File: src/rtl/mwc_pkg.sv
`timescale 1ns / 1ps
// ----------------------------------------------------------------------------
// mwc_pkg
// Shared types and constants of the five-word multiply-with-carry generator.
// ----------------------------------------------------------------------------
package mwc_pkg;

    localparam int unsigned WORD_W = 32;

    // Generator multipliers, oldest history word last.
    localparam logic [12:0] MUL0 = 13'd5115;
    localparam logic [10:0] MUL1 = 11'd1776;
    localparam logic [10:0] MUL2 = 11'd1492;
    localparam logic [30:0] MUL3 = 31'd2111111111;

    localparam logic [24:0] SEED_MUL = 25'd29943829;

    localparam logic [4:0] SEED_WORDS   = 5'd5;
    localparam logic [4:0] WARMUP_STEPS = 5'd19;

    localparam logic [WORD_W-1:0] RESET_H0    = 32'h95d3474b;
    localparam logic [WORD_W-1:0] RESET_H1    = 32'h035cf1f7;
    localparam logic [WORD_W-1:0] RESET_H2    = 32'hfd43995f;
    localparam logic [WORD_W-1:0] RESET_H3    = 32'h5dfc55fb;
    localparam logic [WORD_W-1:0] RESET_CARRY = 32'h334a9229;

    typedef enum logic
    {
        CMD_NEXT   = 1'b0,
        CMD_RESEED = 1'b1
    } cmd_code_t;

    // One queued command as the front end classified it.
    typedef struct packed
    {
        cmd_code_t         code;
        logic [WORD_W-1:0] seed;
    } cmd_t;

    // Queue head as seen by the back end.
    typedef struct packed
    {
        logic valid;
        cmd_t cmd;
    } queue_head_t;

    // Back-end control and status toward the queue and top level.
    typedef struct packed
    {
        logic pop;
        logic busy;
    } core_ctrl_t;

endpackage

File: src/rtl/mwc_queue.sv
`timescale 1ns / 1ps
// ----------------------------------------------------------------------------
// mwc_queue
// Front end: accepts command transactions, classifies them and holds them in
// a short queue until the generator core takes them.
// ----------------------------------------------------------------------------
module mwc_queue #(
    parameter int unsigned DEPTH = 2
)
(
    input  logic                       clk,
    input  logic                       rst_n,
    input  logic                       in_valid,
    output logic                       in_stall,
    input  logic                       command,
    input  logic [mwc_pkg::WORD_W-1:0] seed,
    output mwc_pkg::queue_head_t       head,
    input  mwc_pkg::core_ctrl_t        ctrl
);

    localparam int unsigned PTR_W = (DEPTH > 1) ? $clog2(DEPTH) : 1;
    localparam int unsigned CNT_W = $clog2(DEPTH + 1);
    localparam logic [PTR_W-1:0] LAST_PTR = PTR_W'(DEPTH - 1);
    localparam logic [CNT_W-1:0] FULL_CNT = CNT_W'(DEPTH);

    mwc_pkg::cmd_t    entry_reg [DEPTH];
    logic [PTR_W-1:0] wr_ptr_reg;
    logic [PTR_W-1:0] wr_ptr_next;
    logic [PTR_W-1:0] rd_ptr_reg;
    logic [PTR_W-1:0] rd_ptr_next;
    logic [CNT_W-1:0] count_reg;
    logic [CNT_W-1:0] count_next;
    logic             push;
    logic             pop;
    mwc_pkg::cmd_t    in_cmd;

    assign in_stall = (count_reg == FULL_CNT);
    assign push     = in_valid && !in_stall;
    assign pop      = ctrl.pop && (count_reg != '0);

    assign in_cmd.code = command ? mwc_pkg::CMD_RESEED : mwc_pkg::CMD_NEXT;
    assign in_cmd.seed = seed;

    assign head.valid = (count_reg != '0);
    assign head.cmd   = entry_reg[rd_ptr_reg];

    always_comb
    begin
        wr_ptr_next = wr_ptr_reg;
        rd_ptr_next = rd_ptr_reg;
        count_next  = count_reg;
        if (push)
        begin
            wr_ptr_next = (wr_ptr_reg == LAST_PTR) ? '0 : wr_ptr_reg + 1'b1;
        end
        if (pop)
        begin
            rd_ptr_next = (rd_ptr_reg == LAST_PTR) ? '0 : rd_ptr_reg + 1'b1;
        end
        if (push && !pop)
        begin
            count_next = count_reg + 1'b1;
        end
        else if (pop && !push)
        begin
            count_next = count_reg - 1'b1;
        end
    end

    always_ff @(posedge clk or negedge rst_n)
    begin
        if (!rst_n)
        begin
            wr_ptr_reg <= '0;
            rd_ptr_reg <= '0;
            count_reg  <= '0;
        end
        else
        begin
            wr_ptr_reg <= wr_ptr_next;
            rd_ptr_reg <= rd_ptr_next;
            count_reg  <= count_next;
        end
    end

    always_ff @(posedge clk)
    begin
        if (push)
        begin
            entry_reg[wr_ptr_reg] <= in_cmd;
        end
    end

endmodule

File: src/rtl/mwc_core.sv
`timescale 1ns / 1ps
// ----------------------------------------------------------------------------
// mwc_core
// Back end: runs the generator steps and the seeding sequence, and holds the
// result in an output register.
// ----------------------------------------------------------------------------
module mwc_core
(
    input  logic                       clk,
    input  logic                       rst_n,
    input  mwc_pkg::queue_head_t       head,
    output mwc_pkg::core_ctrl_t        ctrl,
    output logic                       out_valid,
    input  logic                       out_stall,
    output logic [mwc_pkg::WORD_W-1:0] random_word
);

    typedef enum logic [1:0]
    {
        ST_IDLE,
        ST_SEED,
        ST_PROD,
        ST_SUM
    } state_t;

    state_t                     state_reg;
    state_t                     state_next;
    logic [4:0]                 cnt_reg;
    logic [4:0]                 cnt_next;
    logic                       warm_reg;
    logic                       warm_next;
    logic [mwc_pkg::WORD_W-1:0] h_reg [4];
    logic [mwc_pkg::WORD_W-1:0] h_next [4];
    logic [mwc_pkg::WORD_W-1:0] carry_reg;
    logic [mwc_pkg::WORD_W-1:0] carry_next;
    logic [mwc_pkg::WORD_W-1:0] s_reg;
    logic [mwc_pkg::WORD_W-1:0] s_next;
    logic                       out_valid_reg;
    logic                       out_valid_next;
    logic [mwc_pkg::WORD_W-1:0] word_reg;
    logic [mwc_pkg::WORD_W-1:0] word_next;

    logic [44:0]                p0_reg;
    logic [42:0]                p1_reg;
    logic [42:0]                p2_reg;
    logic [62:0]                p3_reg;
    logic [63:0]                sum;
    logic [mwc_pkg::WORD_W-1:0] seed_prod;
    logic [mwc_pkg::WORD_W-1:0] seed_val;
    logic                       pop;

    assign pop       = (state_reg == ST_IDLE) && head.valid;
    assign ctrl.pop  = pop;
    assign ctrl.busy = (state_reg != ST_IDLE);

    assign out_valid   = out_valid_reg;
    assign random_word = word_reg;

    // The history feedback loop is split: products are registered, then the
    // add tree closes the step from the registered products.
    assign sum = 64'(p0_reg) + 64'(p1_reg) + 64'(p2_reg) + 64'(p3_reg) + 64'(carry_reg);

    // Only the low word of the seed product is kept.
    assign seed_prod = s_reg * 32'(mwc_pkg::SEED_MUL);
    assign seed_val  = seed_prod - 32'd1;

    always_ff @(posedge clk)
    begin
        p0_reg <= 45'(h_reg[0]) * 45'(mwc_pkg::MUL0);
        p1_reg <= 43'(h_reg[1]) * 43'(mwc_pkg::MUL1);
        p2_reg <= 43'(h_reg[2]) * 43'(mwc_pkg::MUL2);
        p3_reg <= 63'(h_reg[3]) * 63'(mwc_pkg::MUL3);
    end

    always_comb
    begin
        state_next     = state_reg;
        cnt_next       = cnt_reg;
        warm_next      = warm_reg;
        h_next         = h_reg;
        carry_next     = carry_reg;
        s_next         = s_reg;
        out_valid_next = out_valid_reg && out_stall;
        word_next      = word_reg;

        case (state_reg)
            ST_IDLE:
            begin
                if (pop)
                begin
                    cnt_next = '0;
                    if (head.cmd.code == mwc_pkg::CMD_RESEED)
                    begin
                        s_next     = head.cmd.seed;
                        state_next = ST_SEED;
                    end
                    else
                    begin
                        warm_next  = 1'b0;
                        state_next = ST_PROD;
                    end
                end
            end
            ST_SEED:
            begin
                // Seed words enter at the carry end; after five shifts the
                // first one sits in the youngest history word.
                h_next[0]  = h_reg[1];
                h_next[1]  = h_reg[2];
                h_next[2]  = h_reg[3];
                h_next[3]  = carry_reg;
                carry_next = seed_val;
                s_next     = seed_val;
                if (cnt_reg == mwc_pkg::SEED_WORDS - 5'd1)
                begin
                    cnt_next   = '0;
                    warm_next  = 1'b1;
                    state_next = ST_PROD;
                end
                else
                begin
                    cnt_next = cnt_reg + 5'd1;
                end
            end
            ST_PROD:
            begin
                state_next = ST_SUM;
            end
            ST_SUM:
            begin
                if (warm_reg || !out_valid_reg || !out_stall)
                begin
                    h_next[3]  = h_reg[2];
                    h_next[2]  = h_reg[1];
                    h_next[1]  = h_reg[0];
                    h_next[0]  = sum[31:0];
                    carry_next = sum[63:32];
                    if (warm_reg)
                    begin
                        if (cnt_reg == mwc_pkg::WARMUP_STEPS - 5'd1)
                        begin
                            state_next = ST_IDLE;
                        end
                        else
                        begin
                            cnt_next   = cnt_reg + 5'd1;
                            state_next = ST_PROD;
                        end
                    end
                    else
                    begin
                        out_valid_next = 1'b1;
                        word_next      = sum[31:0];
                        state_next     = ST_IDLE;
                    end
                end
            end
            default:
            begin
                state_next = ST_IDLE;
            end
        endcase
    end

    always_ff @(posedge clk or negedge rst_n)
    begin
        if (!rst_n)
        begin
            state_reg     <= ST_IDLE;
            cnt_reg       <= '0;
            warm_reg      <= 1'b0;
            h_reg[0]      <= mwc_pkg::RESET_H0;
            h_reg[1]      <= mwc_pkg::RESET_H1;
            h_reg[2]      <= mwc_pkg::RESET_H2;
            h_reg[3]      <= mwc_pkg::RESET_H3;
            carry_reg     <= mwc_pkg::RESET_CARRY;
            s_reg         <= '0;
            out_valid_reg <= 1'b0;
            word_reg      <= '0;
        end
        else
        begin
            state_reg     <= state_next;
            cnt_reg       <= cnt_next;
            warm_reg      <= warm_next;
            h_reg         <= h_next;
            carry_reg     <= carry_next;
            s_reg         <= s_next;
            out_valid_reg <= out_valid_next;
            word_reg      <= word_next;
        end
    end

endmodule

File: src/rtl/multiply_with_carry_rng_top.sv
`timescale 1ns / 1ps
// ----------------------------------------------------------------------------
// multiply_with_carry_rng_top
// Five-word multiply-with-carry random number generator.
//
// Input channel (in_valid / in_stall, command, seed): a transaction with
// command 0 asks for the next random word, command 1 reseeds from seed and
// returns nothing. Output channel (out_valid / out_stall, random_word)
// carries one word per next command, in order.
// A command queue decouples input acceptance from the generator core.
// A next command is taken from the queue, its products are registered, and
// the add tree then writes its word into the output register. This split is
// set by the history feedback loop through the 31-bit multiplier and the
// five-term add. A reseed occupies the core while it is taken, for 5 seed
// multiplies, then for 19 warmup steps, each a product state and an add-tree
// state.
// Reset loads the fixed default state and empties the queue.
// While out_stall is high the word is held; the core waits with the next
// word's step pending (warmup steps still run), and the queue keeps accepting until it is full.
// ----------------------------------------------------------------------------
module multiply_with_carry_rng_top #(
    parameter int unsigned QUEUE_DEPTH = 2
)
(
    input  logic                       clk,
    input  logic                       rst_n,
    input  logic                       in_valid,
    output logic                       in_stall,
    input  logic                       command,
    input  logic [mwc_pkg::WORD_W-1:0] seed,
    output logic                       out_valid,
    input  logic                       out_stall,
    output logic [mwc_pkg::WORD_W-1:0] random_word
);

    mwc_pkg::queue_head_t head;
    mwc_pkg::core_ctrl_t  ctrl;

    mwc_queue #(
        .DEPTH (QUEUE_DEPTH)
    ) u_queue (
        .clk      (clk),
        .rst_n    (rst_n),
        .in_valid (in_valid),
        .in_stall (in_stall),
        .command  (command),
        .seed     (seed),
        .head     (head),
        .ctrl     (ctrl)
    );

    mwc_core u_core (
        .clk         (clk),
        .rst_n       (rst_n),
        .head        (head),
        .ctrl        (ctrl),
        .out_valid   (out_valid),
        .out_stall   (out_stall),
        .random_word (random_word)
    );

    // The core takes a command only when the queue holds one.
    a_pop_needs_entry: assert property (@(posedge clk) disable iff (!rst_n)
        ctrl.pop |-> head.valid)
        else $error("core popped an empty queue");

    // Taking a command starts core activity.
    a_pop_starts_core: assert property (@(posedge clk) disable iff (!rst_n)
        ctrl.pop |=> ctrl.busy)
        else $error("core did not start after taking a command");

    // A new word only comes out of a step that the core was running.
    a_word_from_step: assert property (@(posedge clk) disable iff (!rst_n)
        $rose(out_valid) |-> $past(ctrl.busy))
        else $error("output word appeared without a generator step");

    // The core is never busy and ready to take a command at once.
    a_no_pop_when_busy: assert property (@(posedge clk) disable iff (!rst_n)
        ctrl.busy |-> !ctrl.pop)
        else $error("core took a command while busy");

endmodule

File: config.mk
export PLATFORM = sky130hd
export DESIGN_NAME = multiply_with_carry_rng_top
export DESIGN_NICKNAME = d
export VERILOG_FILES = /design/src/rtl/mwc_pkg.sv /design/src/rtl/mwc_queue.sv /design/src/rtl/mwc_core.sv /design/src/rtl/multiply_with_carry_rng_top.sv
export SDC_FILE = /design/constraint.sdc
export NUM_CORES = 2
export LEC_CHECK = 0
export ABC_CLOCK_PERIOD_IN_PS = 9600
export BUFFER_PORTS_ARGS = -buffer_cell sky130_fd_sc_hd__buf_4
export CORE_MARGIN = 8
export CORE_UTILIZATION = 52
export DETAILED_ROUTE_END_ITERATION = 6
export HOLD_SLACK_MARGIN = 0.06
export PLACE_DENSITY = 0.68
export SYNTH_ARGS = -nofsm -noshare
export SYNTH_HDL_FRONTEND = slang
export SYNTH_SLANG_ARGS = --single-unit
File: constraint.sdc
create_clock -name clk -period 9.6 [get_ports clk]
set_input_delay 0.96 -clock clk [delete_from_list [all_inputs] [get_ports clk]]
set_output_delay 0.96 -clock clk [all_outputs]
set_load 0.01 [all_outputs]
# Yosys cells after proc, flatten, opt, wreduce, memory -nomap -nowiden
# Memories as Yosys holds them, arrays and structs flattened.
# Cells that the tools add are included.
# word_totals
memories	1
output_inout_bits	34
reg_bits	425
inputBits	37
wordCells	107
romBits	0
mem_bits_rw	66
latchBits	0
# op_classes
n_bitwise	1
eq_ne	13
mul	5
n_mux	34
n_reduce_logical	25
n_lt_le_gt_ge	0
n_addsub	10
div	0
n_shift	0
# mem_list
memory	depth	width	read_ports	rd_clocked_by_memory_dff	wr	line_no	text
u_queue.entry_reg	2	33	1	0	1	mwc_queue.sv:26	mwc_pkg::cmd_t entry_reg [DEPTH];
# op_table
operator	n
$pmux W128 S2	1
$mux W128	1
$pmux W32 S2	2
$mux W32	3
$add A64 B32 Y64	1
$add A64 B43 Y64	1
$add A64 B63 Y64	1
$mul A32 B31 Y63 const B	1
$add A45 B43 Y46	1
$mul A32 B13 Y45 const B	1
$mul A32 B9 Y41 const B	1
$mul A32 B7 Y39 const B	1
$mul A32 B25 Y32 const B	1
$sub A32 B1 Y32 const B	1
$mux W5	5
$mux W2	8
$pmux W5 S3	1
$mux W1	11
$reduce_and A3 Y1	3
$ne A2 B1 Y1 const B	4
$pmux W2 S4	1
$reduce_bool A2 Y1	4
$eq A2 B2 Y1 const B	3
$logic_and A1 B1 Y1	6
17 further kinds	25

# Longest topological paths before layout
# depth
word_depth	7
depth_mapped	31
depth_no_buf	30

# By module
# A second synthesis with hierarchy kept.
# unflattened
cells_unflattened	6529
hier_area_um2	67075.6
# modules_own_cells
mod	cells_per_inst	seq_area_each_um2	area_per_inst_um2	n_inst
mwc_core	6407	9706.8	64341.7	1
mwc_queue	122	2082.0	2733.9	1

# Worst setup path before layout
# Ideal clock, no wire load.
# synth_path
path_type	reg2reg
start	register u_core.h_reg[14] in the netlist's numbering
end	register u_core.p3_reg[57]
stages_incl_launch_ff	25
synth_period_minus_slack_ns	7.472
required_ns	9.477
t_arrival_ns	7.349
setup_ns	0.123
path_slack_ns	2.128
n_path_buf	0
path_cell_list	dfstp_2 inv_1 fa_1 inv_1 fa_1 fa_1 inv_1 fa_1 inv_1 fa_1 fa_1 fa_1 fa_1 ha_1 a21o_1 a21oi_1 o211ai_1 a221oi_1 a31oi_1 o31ai_1 nand2_1 or3_1 a31oi_2 o21ai_1 xor2_1
# synth_between
elab_chain_cells	1
# synth_rtl
item	line_no	text
start: declaration	mwc_core.sv:32	logic [mwc_pkg::WORD_W-1:0] h_reg [4];
start signal: assignment	mwc_core.sv:186	h_reg <= h_next;
$mul A32 B31 Y63	mwc_core.sv:72	p3_reg <= 63'(h_reg[3]) * 63'(mwc_pkg::MUL3);
end signal: assignment	mwc_core.sv:72	
end: declaration	mwc_core.sv:46	logic [62:0] p3_reg;
# Every way passes these cells.
# A chain may end at the register's enable or synchronous reset.

# Worst setup path after layout
# layout_path
start	register u_core.h_reg[10] in the netlist's numbering
end	register u_core.p3_reg[61]
# The elaborated chain is that of the path after synthesis.

==> out/results.txt <==
After routing, the total negative slack on setup checks comes to 0 ns. In the final routed layout, each cell accounts on average for 21.5 um. For the CTS sink count, the log shows 491. Based on the critical path, the design can be clocked at up to 0.116 GHz. The final antenna-violating net count is 0. Data on the critical path arrives at its endpoint at 9.10 ns. The worst hold path class is primary input to asynchronous set/reset pin. The worst stage delay on the critical path was 0.80 ns. Counting flops with a built-in enable in the synthesized netlist gives 66.

Across every metal layer, demand over resource in global routing totals 26.8%. Synthesis handed over a netlist of 6905 instances. The tools report the buffer cell driving the clock tree root as sky130_fd_sc_hd__clkbuf_16. In this run the number of H-tree levels came out at 2.

The flow ran to the end, and the final reports show no timing, DRC or antenna violations. The run gives 71 as the I/O pin count. From synthesis to final layout, the design area changed by 6.38%.

Summing every instance area after synthesis gives 68600 um^2. The critical path is of the flip-flop to flip-flop type. Setup violations remaining at the end of the flow were counted as 0. Leftover overflow at the end of global routing: 0.

The area taken by multi-input logic gates is 50000 um^2. The top cell types in the final layout, fill and taps aside, are 1709 x sky130_fd_sc_hd__inv_1, 1138 x sky130_fd_sc_hd__fa_1, 970 x sky130_fd_sc_hd__ha_1, 417 x sky130_fd_sc_hd__nand2_1, 278 x sky130_fd_sc_hd__nor2_1. The total of max-cap violations came out at 0.

The number of buffer and inverter instances along the worst setup path was 6; the post-layout minimum cycle time was 8.59 ns. Before antenna repair, the detailed router went through 5 iterations. The run gives 52.3% as the initial cell density of the core. The logs give 95 for the number of distinct library cells after synthesis and 0 for the number of warnings reported in the yosys synthesis log. In this run the post-CTS setup repair buffer count came out at 0. In this design, the largest share of critical-path delay is due to adder cells. The floorplan step defined a die boundary enclosing 144000 um^2. The clock-pin slew on the worst setup and hold paths works out to 0.06 ns.

After detailed routing, the number of remaining DRC violations is 0. The average vias per placed instance is 5.46, and the worst clock skew is 0.0410 ns. For this block, the via count after detailed routing is 47700. STA classifies the critical path endpoint as a flip-flop.

The first global-routing pass estimated 295000 um of wire. Summing all flip-flop and latch instances after layout gives 11800 um^2. The deepest clock path buffer count came out at 3. The dominant register cell in the synthesized netlist is sky130_fd_sc_hd__dfxtp_1. Fraction of synthesized cell area taken by the top area cell type: 33.2%. The tools report the number of clock buffers inserted by TritonCTS as 55. By instance count, the cell type seen most on the critical path is sky130_fd_sc_hd__fa_1. The die is 379 um wide. The share of the Yosys chip area taken by registers is 17.2%. The tools report the aggregate routed wire length as 188000 um. The latest clock arrival within the worst-skew pair came out at 0.65 ns. The mean area per synthesized cell is 9.93 um^2, and the post-layout net count is 9086.

TritonCTS built the clock tree. The number of hold-repair buffers added at the cts stage is 0. The final worst-path cycle share came out at 89.4%. The register with the most flip-flops in the layout has 128 of them.

Of all flip-flops after synthesis, the portion carrying an async set or reset was 48.3%. For this block, the initial DRC count from the detailed router was 3603. The floorplan has 133 rows. The cell type of the slowest stage on the worst timing path was sky130_fd_sc_hd__a311oi_1. The half-perimeter wire length of the detailed placement result is 162000 um, and the initial antenna violation count is 8. After floorplanning, the core was sized to cover 131000 um^2. The number of fillers in the final layout is 11800, and the worst-case hold slack is 0.357 ns. Once the clock tree was built, the resizer swapped 0 gates to a different size.

In this run, synthesis produced a sequential element count of 491. The sort of element at the start of the critical path is a flip-flop. Entering global routing, the biggest net connects 149 pins. Leading area contributor after synthesis: sky130_fd_sc_hd__fa_1. The number of nets handed over by synthesis was 9050. Along the worst path, the maximum fanout reaches 10.

The layout cell share with drive strength beyond 1 is 4.99%. The run gives 0 as the total count of hold-check failures in the final report. The number of buffer cells added on primary ports is 70. Leaving out fill and tap cells, the most frequent cell in the layout is sky130_fd_sc_hd__inv_1. In this run the vertical extent of the chip is 379 um.

Routability-driven placement finished with a final weighted congestion of 0.973. Setup repair after global routing left no endpoint under its margin. At the worst endpoint, the required time is 10.12 ns. By area the synthesized netlist is led by sky130_fd_sc_hd__fa_1 33%, sky130_fd_sc_hd__ha_1 18%, sky130_fd_sc_hd__inv_1 9.4%, sky130_fd_sc_hd__dfxtp_1 5.5%, sky130_fd_sc_hd__dfrtp_1 5.4%.

The number of global-route vias before repair was 50200; the max-slew headroom at the worst pin was 19.4%. For the pin with the worst max-slew slack, the measured transition is 1.20 ns. The max-slew violation total from the final report was 0.
cell type report:
class                      count  area share (%)
sequential                   491            16.2
clock buffer                  74            2.11
antenna                        3          0.0103
clock inverter                30           0.406
timing repair buffer          89           0.960
inverter                    1709            8.79
multi-input combinational   4595            68.5
tap                         1755            3.01
stage by stage:
step	worst slack [ns]	cell area [um^2]	util (%)	instances
after floorplan	2.13	68600	-	6905
after global placement	1.19	71100	54.2	8639
after detailed placement	1.22	71100	54.2	8639
after CTS	1.13	72900	55.6	8743
after global routing	0.721	72900	55.6	8743
final	1.01	73000	55.6	8746
cell usage after synthesis, types with 13 or more instances:
| cell | number |
|---|---|
| sky130_fd_sc_hd__edfxtp_1 | 66 |
| sky130_fd_sc_hd__inv_1 | 1709 |
| sky130_fd_sc_hd__o21a_1 | 48 |
| sky130_fd_sc_hd__o211ai_1 | 53 |
| sky130_fd_sc_hd__mux2_2 | 24 |
| sky130_fd_sc_hd__a21oi_1 | 270 |
| sky130_fd_sc_hd__clkbuf_1 | 96 |
| sky130_fd_sc_hd__o31ai_1 | 15 |
| sky130_fd_sc_hd__and2_1 | 16 |
| sky130_fd_sc_hd__fa_1 | 1138 |
| sky130_fd_sc_hd__xor2_1 | 102 |
| sky130_fd_sc_hd__o21ai_0 | 231 |
| sky130_fd_sc_hd__nand2b_1 | 23 |
| sky130_fd_sc_hd__nand4_1 | 25 |
| sky130_fd_sc_hd__nand2_1 | 420 |
| sky130_fd_sc_hd__o221ai_1 | 13 |
| sky130_fd_sc_hd__mux2i_1 | 58 |
| sky130_fd_sc_hd__nand3_1 | 65 |
| sky130_fd_sc_hd__dfstp_2 | 90 |
| sky130_fd_sc_hd__a21o_1 | 160 |
| sky130_fd_sc_hd__dfxtp_1 | 188 |
| sky130_fd_sc_hd__a221oi_1 | 13 |
| sky130_fd_sc_hd__a211oi_1 | 29 |
| sky130_fd_sc_hd__ha_1 | 970 |
| sky130_fd_sc_hd__a31oi_1 | 121 |
| sky130_fd_sc_hd__o21bai_1 | 32 |
| sky130_fd_sc_hd__dfrtp_1 | 147 |
| sky130_fd_sc_hd__or3_1 | 21 |
| sky130_fd_sc_hd__buf_1 | 13 |
| sky130_fd_sc_hd__nor2_1 | 279 |
| sky130_fd_sc_hd__and3_1 | 37 |
| sky130_fd_sc_hd__nor2b_1 | 39 |
| sky130_fd_sc_hd__nor3_1 | 36 |
| sky130_fd_sc_hd__xnor2_1 | 201 |
metal layers:
| layer | up-vias | track usage, % | wire (um) |
|---|---|---|---|
| met4 | 4 | 9.56 | 8330 |
| met1 | 24100 | 36.2 | 80600 |
| met5 | - | 0 | 28 |
| li1 | 22100 | - | - |
| met3 | 308 | 3.61 | 10800 |
| met2 | 1299 | 44.2 | 88700 |
path summary, 6_finish.rpt:
kind,from,to,slack [ns],cells past startpoint
min reg2reg,u_core.random_word[0]$_DFFE_PN0P_,u_core.random_word[0]$_DFFE_PN0P_,0.48,2
min,rst_n,u_core.random_word[8]$_DFFE_PN0P_,0.36,1
max in group asynchronous,rst_n,u_queue.rd_ptr_reg$_DFFE_PN0P_,7.74,2
max,u_core.h_reg[10]$_DFFE_PN1P_,u_core.p3_reg[61]$_DFF_P_,1.01,26
min in group clk,u_core.random_word[0]$_DFFE_PN0P_,u_core.random_word[0]$_DFFE_PN0P_,0.48,2
max reg2reg,u_core.h_reg[10]$_DFFE_PN1P_,u_core.p3_reg[61]$_DFF_P_,1.01,26
cell families after synthesis:
group	count (synthesis)	synth area share [%]
compound gates	1098	10.3
flops	491	17.2
xor+xnor	303	3.87
mux	82	1.24
buf+inv	1819	9.96
fa+ha+maj	2108	50.9
simple gates	1004	6.54
Power is left out: the tool's default activity adds up to more than one toggle a clock period on the data nets, which glitch-free logic cannot reach.
